### src/rtl/core/sgss_ram.sv
// Generic single-write, single-read RAM with a registered read port.
module sgss_ram #(
    parameter int unsigned WIDTH = 64,
    parameter int unsigned DEPTH = 64
) (
    input  logic                     i_clk,
    input  logic                     i_we,
    input  logic [$clog2(DEPTH)-1:0] i_waddr,
    input  logic [WIDTH-1:0]         i_wdata,
    input  logic                     i_re,
    input  logic [$clog2(DEPTH)-1:0] i_raddr,
    output logic [WIDTH-1:0]         o_rdata
);

    logic [WIDTH-1:0] r_mem [DEPTH];
    logic [WIDTH-1:0] r_rdata;

    always_ff @(posedge i_clk) begin
        if (i_we) begin
            r_mem[i_waddr] <= i_wdata;
        end
        if (i_re) begin
            r_rdata <= r_mem[i_raddr];
        end
    end

    assign o_rdata = r_rdata;

endmodule
### config.mk
export PLATFORM = sky130hd
export DESIGN_NAME = sgss_ram
export DESIGN_NICKNAME = d
export VERILOG_FILES = /design/src/rtl/core/sgss_ram.sv
export SDC_FILE = /design/constraint.sdc
export NUM_CORES = 2
export LEC_CHECK = 0
export BUFFER_PORTS_ARGS = -buffer_cell sky130_fd_sc_hd__buf_4
export CORE_UTILIZATION = 63
export DETAILED_ROUTE_END_ITERATION = 8
export GPL_ROUTABILITY_DRIVEN = 0
export MAX_ROUTING_LAYER = met4
export PLACE_DENSITY = 0.81
export SETUP_SLACK_MARGIN = 0.2
export SYNTH_ARGS = -nofsm -noshare
export SYNTH_HDL_FRONTEND = slang
export SYNTH_SLANG_ARGS = --single-unit
### constraint.sdc
create_clock -name i_clk -period 10.7 [get_ports i_clk]
set_clock_uncertainty 0.1 [all_clocks]
set_input_delay 3.21 -clock i_clk [delete_from_list [all_inputs] [get_ports i_clk]]
set_output_delay 3.21 -clock i_clk [all_outputs]
set_load 0.01 [all_outputs]
==> key figures <==
GRT
  – Busiest grt layer: met2
  – Vias in the first global route: 84600
  – Global-route wire length before repair: 666000 um
  – Antenna violations before repair: 30
  – Gr usage total: 0.404
  – M1 GR Usage: 0.485
  – Largest net degree at the start of global routing: 128
  – GR Overflow Total: 0
  – Met3 GRT Util: 0.119
  – Grt met2 use: 0.599

Worst setup path
  – Crit-path cells: buf_4 > nor2b_4 > buf_4 > a22oi_1 > and3_1 > a211oi_1
  – Reg2reg end: o_rdata[44]
  – Most frequent cell on the critical path: buf_4
  – Top Family by Delay on Critical Path: buffers and inverters
  – Startpoint Class: input port
  – Crit path capture type: register
  – Worst endpoint required time: 11.27 ns
  – WP data arrival: between 7 and 8 ns
  – Worst r2r src: r_mem[9][44]
  – Worst setup path class: in2reg
  – Slowest cell delay on critical path: 1.03 ns
  – Worst Path Buf+Inv: 2
  – Worst path slowest cell: nor2b_4
  – Worst reg-to-reg setup slack: 8.15 ns
  – Worst r2r path cells: 5
  – WP depth: 6
  – CP max FO: 46

STA
  – Slew Viols, Final: 0
  – Max Clk Rate: roughly 150 MHz
  – Fin. Hold Viols: 0
  – Crit path time final: between 6 and 7 ns
  – Unrepaired setup endpoints after global routing: no
  – Setup tns final: 0 ns
  – Slew @ Worst Pin: between 1 and 1.5 ns
  – Slew headroom: 0.00119
  – Tcrit/Tclk final: 0.607
  – Final setup viols: 0

Drt
  – Total Wirelength: a little under 500000 um
  – Post-route ant nets: 0
  – DRT iter0 DRCs: 16700
  – Remaining DRCs: 0
  – DRT Pass-1 Iters: 7
  – DR WL/cell: 45.9 um
  – Vias: roughly 85000
  – Routed vias/inst: roughly 8.0

CTS
  – CTS Sinks: ~4200
  – Clock Latency Late Sink: just over 1 ns
  – CTS Buf Count: 393
  – CTS root buffer: clkbuf_16
  – Max clock buf depth: 4
  – # hold bufs at CTS: 0
  – Clock slew at reported path FFs: around 0.06 ns
  – CTS H-Tree Depth: 5
  – CTS tree: done
  – CTS resizes: 0
  – # Post-CTS Setup Buffers: 0

Floorplanning
  – Die Ht: approximately 500 um
  – Ports: roughly 140
  – Core area: 0.247 mm^2
  – # rows: roughly 180
  – Die width: 501 um
  – Die Area: 0.251 mm^2
  – Initial core utilization: 0.636

Finish
  – Layout area overhead: 11.5%
  – Nets: around 7000
  – Share of layout cells above drive strength 1: 0.274
  – Fin cells: between 10000 and 15000
  – Most frequent cells in the layout: edfxtp_1 (4160), mux4_2 (1024), clkbuf_16 (399)
  – Final instance area: 0.175 mm^2
  – Most common cell after layout, fill and taps aside: edfxtp_1

Synthesis
  – Syn Area/Cell: ~24 um^2
  – Register bit total from synthesis: 4160
  – Share of the synthesized area in the top cell type: 0.796
  – Async SR Flop Fraction: 0
  – Synth Flop Type: edfxtp_1
  – Cell taking the most area after synthesis: edfxtp_1
  – Syn_nets: roughly 6700
  – Post-synthesis cell type count: 32
  – Seq/Total Area, Yosys: 0.796
  – Post-Syn Instances: ~6600
  – Synth warnings: 0
  – Leading post-synthesis cells by cell area: edfxtp_1 (80%), mux4_2 (15%), mux2i_1 (0.86%), a22oi_1 (0.80%), buf_2 (0.54%)
  – Cell area after synthesis: 0.157 mm^2
  – EDFF count, synth: 4160

Place
  – DP Area: ~0.16 mm^2
  – Placed insts: slightly below 10000
  – I/O Buffers: roughly 140
  – Post-DP HPWL: 218000 um

Power
  – Part of the power in registers: 0.540
  – Internal power: between 20 and 30 mW
  – NetSw: ~7.3 mW
  – VDD IR max: between 0.2 and 0.25 mV
  – Pwr per Cell Area: roughly 190 mW/mm^2
  – Clock power frac: 0.413
  – Gate power share: 0.047
  – Leak Pwr: 54.4 nW
  – Switching part of the total: 0.217
  – Power consumption: 33.6 mW

Status
  – Failing checks: capacitance limit
  – Status: complete, but fails checks

Run
  – Number of max-cap violations: 1

Hold path
  – Hold Path End: o_rdata[28]
  – Hold Crit Class: reg2reg
  – Worst hold stages: 4
  – Min-delay src: r_mem[47][28]
[tightest hold or removal path, delay by kind of cell, from the launching register on]
kind	cells	cell delay, ns
DFF	1	0.32
AOI/OAI and AO/OA	1	0.06
and+or+nand+nor	2	0.23
muxes	1	0.22
[per-stage QoR]
step / utilization / worst slack [ns] / hold slack, ns
after floorplan: - / 1.95 / 0.765
after global placement: 0.659 / 3.66 / 0.797
after detailed placement: 0.659 / 3.53 / 0.812
after CTS: 0.708 / 4.44 / 0.831
after global routing: 0.709 / 4.26 / 0.878
final: 0.709 / 4.20 / 0.836
[Yosys cell counts, types with 3 or more instances]
cell and instances:
nor2b_1 28, a211oi_1 63, buf_2 170, nor2_1 112
a22oi_1 168, a2bb2oi_1 19, inv_1 19, or2_2 28
and2_1 3, and3_1 64, nand2b_1 11, o22ai_1 83
mux2i_1 135, nand3_1 45, buf_6 6, clkbuf_1 140
a31oi_1 18, nand2_1 58, mux4_2 1024, buf_4 34
edfxtp_1 4160, or3_1 29, o221ai_1 38, a41oi_1 26
buf_1 20, a22o_1 88
[how the worst max path moves through the flow]
stage               start           end  slack [ns]
2_1_floorplan  i_waddr[3]  r_mem[48][0]        1.95
3_3_place_gp   i_raddr[2]   o_rdata[31]        3.66
6_report       i_raddr[3]   o_rdata[31]        4.20
3_5_place_dp   i_raddr[2]   o_rdata[31]        3.53
5_1_grt        i_raddr[0]   o_rdata[19]        4.26
4_1_cts        i_raddr[0]   o_rdata[19]        4.44
[power groups by stage]
stage | sequential (mW) | combinational, mW | clock, mW
global route | 18.1 | 1.62 | 14.4
finish | 18.1 | 1.58 | 13.9
detailed placement | 18.5 | 1.49 | 0
floorplan | 18.5 | 0.841 | 0
global placement | 18.5 | 1.44 | 0
CTS | 18.1 | 1.55 | 13.8
[registers in the layout (all words and copies together), names as in the netlist]
name     count
r_mem     4096
o_rdata     64
[cell type report]
cell class / count / area [um^2]
fillers: 12600 / 71900
diodes: 41 / 103
inverters: 19 / 71.3
clock buffers: 468 / 10200
clock inverters: 221 / 1950
multi-input cells: 2049 / 30800
well taps: 3312 / 4140
flip-flops and latches: 4160 / 125000
repair buffers: 321 / 2770
[per-layer routing]
metal / wire length, um / part of all wire
met4: 39800 / 0.082
met2: 227000 / 0.47
met5: 0 / 0
met3: 73300 / 0.15
met1: 146000 / 0.30
[cells by family after synthesis]
kind of cell	synth area share
muxes	0.156
AOI/OAI and AO/OA	0.0247
buffers and inverters	0.0118
and+or+nand+nor	0.0123
DFF	0.796
(Power assumes the default switching activity.)
